==> src/rtl/ffra_pkg.sv <==
// ----------------------------------------------------------------------------
// ffra_pkg
// Shared types, constants and helpers of the first-fit region allocator.
// ----------------------------------------------------------------------------
package ffra_pkg;

    localparam int REGION_BYTES  = 65536;
    localparam int GRANULE_BYTES = 8;
    localparam int HEADER_BYTES  = 16;

    // Header span rounded up to whole granules
    localparam int HDR_SPAN    = ((HEADER_BYTES + GRANULE_BYTES - 1) / GRANULE_BYTES)
                                 * GRANULE_BYTES;
    localparam int STORE_DEPTH = REGION_BYTES / GRANULE_BYTES;
    localparam int GRAN_SH     = $clog2(GRANULE_BYTES);
    localparam int SLOT_W      = $clog2(STORE_DEPTH);

    // Offsets, sizes and limits: 0 .. 65536 inclusive
    localparam int OFF_W   = 17;
    localparam int SUM_W   = OFF_W + 2;
    localparam int PAY_W   = 16;
    localparam int HDR_W   = OFF_W + 1;

    localparam logic [OFF_W-1:0] REGION_END = OFF_W'(REGION_BYTES);
    localparam logic [OFF_W-1:0] HDR_OFF    = OFF_W'(HDR_SPAN);
    localparam logic [OFF_W-1:0] GRAN_OFF   = OFF_W'(GRANULE_BYTES);

    // Stream widths
    localparam int IN_TDATA_W  = 40;
    localparam int OUT_TDATA_W = 72;

    localparam int Q_DEPTH = 2;
    localparam int Q_PTR_W = 1;

    typedef enum logic [1:0] {
        OP_ALLOC = 2'd0,
        OP_FREE  = 2'd1,
        OP_QUERY = 2'd2
    } op_t;

    // Classified command handed from front to back
    typedef struct packed {
        op_t               op;
        logic [OFF_W-1:0]  n;
        logic [PAY_W-1:0]  free_off;
    } cmd_t;

    typedef enum logic [3:0] {
        ST_IDLE,
        ST_A_RD,
        ST_A_CHK,
        ST_A_TAKE,
        ST_A_APPEND,
        ST_F_RD,
        ST_F_CHK,
        ST_F_HDR_CHK,
        ST_C_RD,
        ST_C_CHK,
        ST_C_NXT_CHK,
        ST_DONE
    } state_t;

    // Header slot of a granule-aligned offset
    function automatic logic [SLOT_W-1:0] slot_of(input logic [OFF_W-1:0] off);
        return off[GRAN_SH +: SLOT_W];
    endfunction

endpackage

==> src/rtl/ffra_front.sv <==
// ----------------------------------------------------------------------------
// ffra_front
// Accepts input items, classifies the op, rounds the request to the granule
// and holds commands in a short queue for the back end.
// ----------------------------------------------------------------------------
module ffra_front
    import ffra_pkg::*;
(
    input  logic                  clk,
    input  logic                  rst_n,
    input  logic                  s_tvalid,
    output logic                  s_tready,
    // [1:0] op, [18:2] alloc_bytes, [34:19] free_offset
    input  logic [IN_TDATA_W-1:0] s_tdata,
    output cmd_t                  cmd,
    output logic                  cmd_valid,
    input  logic                  cmd_pop
);

    cmd_t               q_reg [Q_DEPTH];
    logic [Q_PTR_W-1:0] wr_ptr_reg, wr_ptr_next;
    logic [Q_PTR_W-1:0] rd_ptr_reg, rd_ptr_next;
    logic [Q_PTR_W:0]   count_reg, count_next;

    logic [1:0]        in_op;
    logic [OFF_W-1:0]  in_bytes;
    logic [PAY_W-1:0]  in_free;
    logic [OFF_W-1:0]  req;
    logic [OFF_W:0]    rounded;
    cmd_t              cmd_in;
    logic              push;
    logic              pop;

    assign in_op    = s_tdata[1:0];
    assign in_bytes = s_tdata[18:2];
    assign in_free  = s_tdata[34:19];

    // Classify the op and round the request up to whole granules
    always_comb
    begin
        req     = (in_bytes == '0) ? GRAN_OFF : in_bytes;
        rounded = ({1'b0, req} + {1'b0, GRAN_OFF} - (OFF_W+1)'(1))
                  & ~(OFF_W+1)'(GRANULE_BYTES - 1);
        // Saturate a request rounded past the field width; it can never fit
        cmd_in.n        = rounded[OFF_W] ? '1 : rounded[OFF_W-1:0];
        cmd_in.free_off = in_free;
        unique case (in_op)
            OP_ALLOC: cmd_in.op = OP_ALLOC;
            OP_FREE:  cmd_in.op = OP_FREE;
            default:  cmd_in.op = OP_QUERY;
        endcase
    end

    assign s_tready  = (count_reg != (Q_PTR_W+1)'(Q_DEPTH));
    assign cmd_valid = (count_reg != '0);
    assign cmd       = q_reg[rd_ptr_reg];
    assign push      = s_tvalid && s_tready;
    assign pop       = cmd_pop && cmd_valid;

    // Advance queue pointers
    always_comb
    begin
        wr_ptr_next = push ? wr_ptr_reg + 1'b1 : wr_ptr_reg;
        rd_ptr_next = pop ? rd_ptr_reg + 1'b1 : rd_ptr_reg;
        count_next  = count_reg + (Q_PTR_W+1)'(push) - (Q_PTR_W+1)'(pop);
    end

    always_ff @(posedge clk or negedge rst_n)
    begin
        if (!rst_n)
        begin
            wr_ptr_reg <= '0;
            rd_ptr_reg <= '0;
            count_reg  <= '0;
        end
        else
        begin
            wr_ptr_reg <= wr_ptr_next;
            rd_ptr_reg <= rd_ptr_next;
            count_reg  <= count_next;
        end
    end

    // Store the pushed item
    always_ff @(posedge clk)
    begin
        if (push)
        begin
            q_reg[wr_ptr_reg] <= cmd_in;
        end
    end

endmodule

==> config.mk <==
export PLATFORM = sky130hd
export DESIGN_NAME = ffra_front
export DESIGN_NICKNAME = d
export VERILOG_FILES = /design/src/rtl/ffra_pkg.sv /design/src/rtl/ffra_front.sv
export SDC_FILE = /design/constraint.sdc
export NUM_CORES = 1
export LEC_CHECK = 0
export ABC_AREA = 1
export CAP_MARGIN = 20
export CORE_AREA = 2 2 61 92
export CTS_CLUSTER_DIAMETER = 40
export CTS_CLUSTER_SIZE = 12
export DETAILED_ROUTE_END_ITERATION = 7
export DIE_AREA = 0 0 63 94
export DONT_BUFFER_PORTS = 1
export GPL_TIMING_DRIVEN = 0
export PLACE_DENSITY = 0.87
export SLEW_MARGIN = 40
export SYNTH_ARGS = -nofsm -noshare
export SYNTH_HDL_FRONTEND = slang
export SYNTH_SLANG_ARGS = --single-unit
==> constraint.sdc <==
create_clock -name clk -period 3.7 [get_ports clk]
set_clock_uncertainty 0.2 [all_clocks]
set_input_delay 0.555 -clock clk [delete_from_list [all_inputs] [get_ports clk]]
set_output_delay 0.555 -clock clk [all_outputs]
set_load 0.01 [all_outputs]
# Yosys cells after proc, flatten, opt, wreduce, memory -nomap -nowiden
# Memory sizes are Yosys's and may differ from the RTL's.
# Cells that the tools add are included.
# Widths: inputs -> output; s select.
[op_classes]
add_sub_neg = 6
n_eq_ne = 2
mux = 5
reduce_logical = 5
[ops]
columns = ["operator", "n"]
rows = [
  ["$mux 17", 2],
  ["$add 17x4->18 const B", 1],
  ["$sub 18x1->18 const B", 1],
  ["$logic_not 17->1", 1],
  ["$pmux 2 s2", 1],
  ["$add 1x1->1 const B", 2],
  ["$add 2x1->2", 1],
  ["$eq 2x1->1 const B", 1],
  ["$logic_and 1x1->1", 2],
  ["$logic_not 2->1", 1],
  ["$mux 1", 2],
  ["$ne 2x2->1 const B", 1],
  ["$reduce_bool 2->1", 1],
  ["$sub 2x1->2", 1],
]
[word_totals]
ff_bits = 4
ram_bits = 70
inputBits = 44
out_inout_bits = 37
memories = 1
[mem_list]
columns = ["memory", "depth", "width", "read_ports", "rd_clocked_by_memory_dff", "write_ports", "line", "source"]
rows = [
  ["q_reg", 2, 35, 1, 0, 1, "ffra_front.sv:20", "cmd_t q_reg [Q_DEPTH];"],
]

# Longest topological paths before layout
# Gate-level depths: netlist of run 1.
[depth]
word_depth = 5
mapped_depth = 9

# Worst setup path after synthesis of run 1
# Ideal clock, no wire load.
[synth_timing]
path_type = "input to register"
startpoint = "in s_tvalid"
endpoint = "mem q_reg[1][0] in the netlist's numbering (enable)"
t_arrival_ns = 2.068
t_required_ns = 3.075
path_slack_ns = 1.008
cell_stages = 2
path_buffers = 0
path_cell_list = "nand2_1 nor2_1"
[synth_via]
elab_chain_cells = 3
[synth_rtl]
columns = ["item", "line", "source"]
rows = [
  ["start: declaration", "ffra_front.sv:11", "input logic s_tvalid,"],
  ["$logic_and 1x1->1", "ffra_front.sv:57", "assign push = s_tvalid && s_tready;"],
  ["$mux 1", "ffra_front.sv:87", "if (push)"],
  ["$mux 1 (implied by the code)", "ffra_front.sv:89", "q_reg[wr_ptr_reg] <= cmd_in;"],
  ["end: declaration", "ffra_front.sv:20", ""],
]
# Every way passes these cells.

==> out/metrics.yaml, run 1 <==
worst_hold_path:
  hold_depth: 0
  holdPathEnd: "q_reg[0][14]"
  hold_class: "in2reg"
  holdCritStartpoint: "s_tdata[33]"
floorplan:
  start_util_pct: 61.2
  die_h_um: 94
  rows: 32
  io_pins: 81
  die_area_um2: 5920
  dieWidth_um: 63
  core_area_um2: 5080
power_and_ir_drop:
  p_sw_share_pct: 31.8
  p_comb_share_pct: 27.6
  p_leak_nw: 1.50
  intPower_mw: 1.87
  p_per_area_nw_per_um2: 770
  switchingPower_uw: 870
  p_seq_share_pct: 41.4
  p_clk_share_pct: 31.0
  max-vdd-ir-drop_v: 0.000334
worst_setup_path:
  end_kind: "output pin"
  reg2reg_to: "q_reg[0][3]"
  worstReg2RegStart: "count_reg[0]"
  worst_setup_path_start_kind: "flip-flop"
  critPathRequiredTime_ns: 2.94
  ff2ff_path_depth: 5
  path_max_fanout: 10
  crit_type: "reg2out"
  arrival_ns: 2.04
  r2r_slack_ns: 1.74
cells_and_area:
  antennaDiodeCount: 0
  fin_area_um2: 3560
  fin_nets: 362
  layout-drive-gt1-share_pct: 10.9
  multi_input_area_um2: 906
  seqCellArea_um2: 2080
  area_delta_synth_final_pct: 14.5
  fill_cells: 389
  largest_reg_flops: 66
logic_synthesis:
  yosysWarningCount: 0
  synth_common_cells: "nand2_1 (133), edfxtp_1 (66), inv_1 (21)"
  yosysTopAreaCellShare_pct: 63.7
  syn-num-nets: 348
  synthArstFlopShare_pct: 5.71
  synth.distinct_cells: 24
  synth_flop_cell: "edfxtp_1"
  postSynthAreaPerCell_um2: 10.3
  yosysMostFrequentCell: "nand2_1"
  syn-instance-count: 302
  synth-edff-count: 66
  synth.area.top_cells: "edfxtp_1 (64%), nand2_1 (16%), dfrtp_1 (3.2%)"
  yosys.area.top_type: "edfxtp_1"
  synth_seq_area_share_pct: 66.9
  ys_seq_elements: 70
  netlist_area_um2: 3110
status:
  outcome: "finished, final reports clean"
cts:
  numCtsBuffers: 9
  cts_root_buf: "clkbuf_8"
  post_cts_resized: 0
  cts_num_sinks: 70
  htree_levels: 3
  cts_tree: "built"
  clock_tree.buffer_depth: 2
  post_cts_buffers: 0
  clk_latency_ns: 0.32
  cts.clk_slew.worst_paths_ns: 0.08
placement:
  port_buffers: 0
  postPlaceCellArea_um2: 3270
  hpwl_um: 4370
  place_congestion: 0.813
timing:
  post-route-min-period_ns: 2.80
  worst_pin_slew_ns: 0.584
  fmax_mhz: 357
  tns_ns: 0
  relSlewSlack_pct: 61.0
  setup_viol: 0
  post-route-period-util_pct: 75.7
  finalMaxSlewViolations: 0
  finalHoldViolations: 0
  rsz0062_at_grt: "no"
  holdWs_ns: 0.113
drt:
  drc: 0
  via_per_inst: 5.29
  vias: 2056
  dr.pass1.iters: 4
  drtAntennaViolNets: 0
  drtIter0Drc: 78
  wl_per_cell_um: 14.7
  routed_wl_um: 5730
grt:
  antenna_found_initial: 0
  grt_max_degree: 19
  grt_pass1_vias: 2131
  grt_pass1_wl_um: 9350
  grt.overflow.total: 0
  track_usage_pct: 21.3
job:
  drv_cap: 0
worst max path at each step:
| stage | startpoint | endpoint | slack, ns | depth (start not counted) |
|---|---|---|---|---|
| 2_1_floorplan | s_tvalid | q_reg[1][0] | 1.01 | 2 |
| 3_3_place_gp | count_reg[0] | q_reg[1][14] | 0.36 | 4 |
| 3_5_place_dp | rd_ptr_reg | cmd[17] | 1.16 | 6 |
| 4_1_cts | rd_ptr_reg | cmd[17] | 0.78 | 6 |
| 5_1_grt | rd_ptr_reg | cmd[17] | 0.65 | 6 |
| 6_report | rd_ptr_reg | cmd[17] | 0.90 | 6 |
per-layer routing:
metal | vias up | global-route usage, % | wire [um]
li1 | 1012 | - | -
met1 | 965 | 18.0 | 1960
met2 | 69 | 41.2 | 3300
met3 | 10 | 7.31 | 329
met4 | 0 | 12.6 | 140
met5 | - | 0 | 0
worst max-delay path, stage by stage, from the launching register on:
cell and delay, ns:
dfrtp_1 0.32, clkbuf_1 0.30, clkinv_1 0.31, clkbuf_1 0.30
nand2_1 0.11, nand2_1 0.16, buf_4 0.20
final cells by class:
| cell class | count | area share [%] |
|---|---|---|
| sequential | 70 | 58.4 |
| multi-input combinational | 199 | 25.4 |
| clock inverter | 6 | 4.43 |
| clock buffer | 10 | 3.58 |
| tap | 68 | 2.39 |
| inverter | 22 | 2.32 |
| timing repair buffer | 3 | 1.83 |
| buffer | 11 | 1.58 |
power groups by stage:
stage	sequential (mW)	combinational [mW]	clock, mW
after detailed placement	1.15	0.769	0
final	1.14	0.756	0.850
after floorplan	1.14	0.556	0
after global routing	1.15	0.848	0.895
after global placement	1.15	0.687	0
after CTS	1.14	0.774	0.862
cell families after synthesis:
group | share of synthesized area [%]
adders and majority gates | 0.804
buffers and inverters | 4.46
and+or+nand+nor | 25.5
AOI/OAI and AO/OA | 0.965
DFF | 66.9
xor gates and xnor gates | 1.41
cell usage in the layout, fill, tap and decap left out, drive strengths merged:
cell / instances
clkinvlp: 1
nand2: 138
nand3b: 1
clkinv: 1
edfxtp: 66
o21ai: 4
bufinv: 5
nor3: 1
ha: 2
a21oi: 2
xnor2: 1
buf: 5
dfrtp: 4
xor2: 4
clkbuf: 18
nand3: 19
dlygate4sd3: 1
nand4: 4
inv: 21
or2: 2
nor2: 21
timing repair:
action | CTS | global route
hold endpoints to repair | 4 | 0
hold buffers | 1 | 0
setup endpoints to repair | 0 | 0
stage by stage:
| step | std cells | worst slack, ns | util [%] | power [mW] |
|---|---|---|---|---|
| after floorplan | 302 | 1.01 | - | 1.70 |
| after global placement | 370 | 0.361 | 62.9 | 1.84 |
| after detailed placement | 372 | 1.16 | 64.2 | 1.92 |
| after CTS | 389 | 0.777 | 70.1 | 2.77 |
| after global routing | 389 | 0.649 | 70.1 | 2.89 |
| final | 389 | 0.900 | 70.1 | 2.74 |
Note: power is estimated with default switching activity, not from simulation.
==> run 2: changes to the inputs <==
CORE_AREA = 2 2 64 97   (was 2 2 61 92)
DIE_AREA = 0 0 66 99   (was 0 0 63 94)
PLACE_DENSITY = 0.84   (was 0.87)
clock period = 2.5 ns   (was 3.7 ns; I/O delays follow)
==> out/metrics.yaml, run 2 (synthesized netlist as in run 1, its figures left out) <==
cells_and_area:
  final_common_cell: "nand2_1"
  fin_nets: 378
  layout-drive-gt1-share_pct: 10.4
  largest_reg_flops: 66
  area_delta_synth_final_pct: 17.7
  fin_area_um2: 3660
  mostFrequentLayoutCells: "nand2_1 (133), edfxtp_1 (66), inv_1 (21), dlygate4sd3_1 (18)"
  antennaDiodeCount: 0
cts:
  htree_levels: 3
  cts_root_buf: "clkbuf_8"
  numCtsBuffers: 9
  cts_num_sinks: 70
  clk_latency_ns: 0.33
  clock_tree.buffer_depth: 2
  cts_tree: "built"
  post_cts_buffers: 0
  cts.clk_slew.worst_paths_ns: 0.07
drt:
  wl_met1_um: 1980
  wl_met2_um: 3210
  vias: 2106
  drtIter0Drc: 113
  dr_wl_met3_um: 355
  wl_per_cell_um: 14.1
  dr.pass1.iters: 4
  drc: 0
  routed_wl_um: 5790
  highest_layer: "met4"
  drtAntennaViolNets: 0
  via_per_inst: 5.15
worst_setup_path:
  ff2ff_path_depth: 5
  worstReg2RegStart: "count_reg[0]"
  reg2reg_to: "q_reg[0][2]"
  r2r_slack_ns: 0.51
  critPathRequiredTime_ns: 1.92
  path_max_fanout: 10
  worst_setup_path_start_kind: "flip-flop"
  arrival_ns: 1.75
  crit_type: "reg2out"
  end_kind: "output pin"
floorplan:
  rows: 34
  die_h_um: 99
  core_area_um2: 5700
  dieWidth_um: 66
  start_util_pct: 54.6
  die_area_um2: 6530
  io_pins: 81
timing:
  finalMaxSlewViolations: 0
  finalHoldViolations: 0
  post-route-period-util_pct: 92.9
  setup_viol: 0
  post-route-min-period_ns: 2.32
  fmax_mhz: 431
  rsz0062_at_grt: "no"
  worst_pin_slew_ns: 0.559
  worst_slack_ns: 0.179
  relSlewSlack_pct: 62.6
job:
  drv_cap: 0
placement:
  hpwl_um: 4240
  place_congestion: 0.848
  port_buffers: 0
  pre_cts_ws_ns: 0.261
  postPlaceCellArea_um2: 3270
worst_hold_path:
  holdCritStartpoint: "cmd_pop"
  hold_class: "in2reg"
  hold_depth: 2
  holdPathEnd: "rd_ptr_reg"
grt:
  track_usage_pct: 19.1
  grt_pass1_wl_um: 9140
  antenna_found_initial: 0
  grt.overflow.total: 0
  grt_pass1_vias: 2074
  grt_max_degree: 19
status:
  outcome: "finished, final reports clean"
power_and_ir_drop:
  p_leak_nw: 1.54
  p_per_area_nw_per_um2: 1030
  max-vdd-ir-drop_v: 0.000466
## run 2: cell types whose count changed in the layout (fill, tap and decap cells not counted), sizes merged
cell	change
bufinv	-3
clkbuf	-2
clkinv	+4
dlygate4sd3	+17
## run 2: repair_timing
| action | in CTS | in global routing |
|---|---|---|
| endpoints found under the setup margin | 2 | 0 |
| hold endpoints to repair | 37 | 0 |
| hold buffers | 18 | 0 |
| resized for setup | 1 | 0 |
## run 2: metrics by stage
| stage | TNS (ns) | total power [mW] | hold slack (ns) | utilization [%] | std cells |
|---|---|---|---|---|---|
| global placement | -3.17 | 2.73 | -0.121 | 56.3 | 374 |
| CTS | 0 | 3.81 | 0.0221 | 64.2 | 409 |
| finish | 0 | 3.77 | 0.0389 | 64.2 | 409 |
| global route | 0 | 4.00 | 0.0282 | 64.2 | 409 |
| floorplan | 0 | 2.52 | -0.121 | - | 302 |
| detailed placement | 0 | 2.85 | -0.121 | 57.4 | 376 |
## run 2: critical path, cell delays in order, from the launching register on
cell and delay [ns]:
dfrtp_1 0.48, clkinv_2 0.15, clkbuf_1 0.37, nand2_1 0.09, nand2_1 0.17, buf_4 0.16
## run 2: power breakdown
part           internal, mW  switching (mW)
Combinational         0.314           0.817
Clock                 0.554           0.382
Sequential             1.61          0.0923
Total                  2.47            1.29
## run 2: cell type report
type,instances,area [um^2]
flip-flops and latches,70,2080
inverters,22,83.8
multi-input cells,199,906
clock buffers,9,124
fillers,459,2040
clock inverters,7,88.8
plain buffers,10,52.6
repair buffers,20,235
well taps,72,90.1
## run 2: how the worst max path moves through the flow
stage,from,endpoint,slack (ns)
6_report,rd_ptr_reg,cmd[17],0.18
5_1_grt,rd_ptr_reg,cmd[17],0.004
4_1_cts,rd_ptr_reg,cmd[17],0.12
3_5_place_dp,rd_ptr_reg,cmd[17],0.26
3_3_place_gp,count_reg[0],q_reg[1][15],-0.06
2_1_floorplan,count_reg[0],q_reg[1][0],0.37
## run 2: metal layers
| layer | vias up | track usage [%] |
|---|---|---|
| li1 | 1049 | - |
| met3 | 19 | 6.62 |
| met4 | 0 | 10.4 |
| met1 | 976 | 17.9 |
| met5 | - | 0 |
| met2 | 62 | 35.0 |
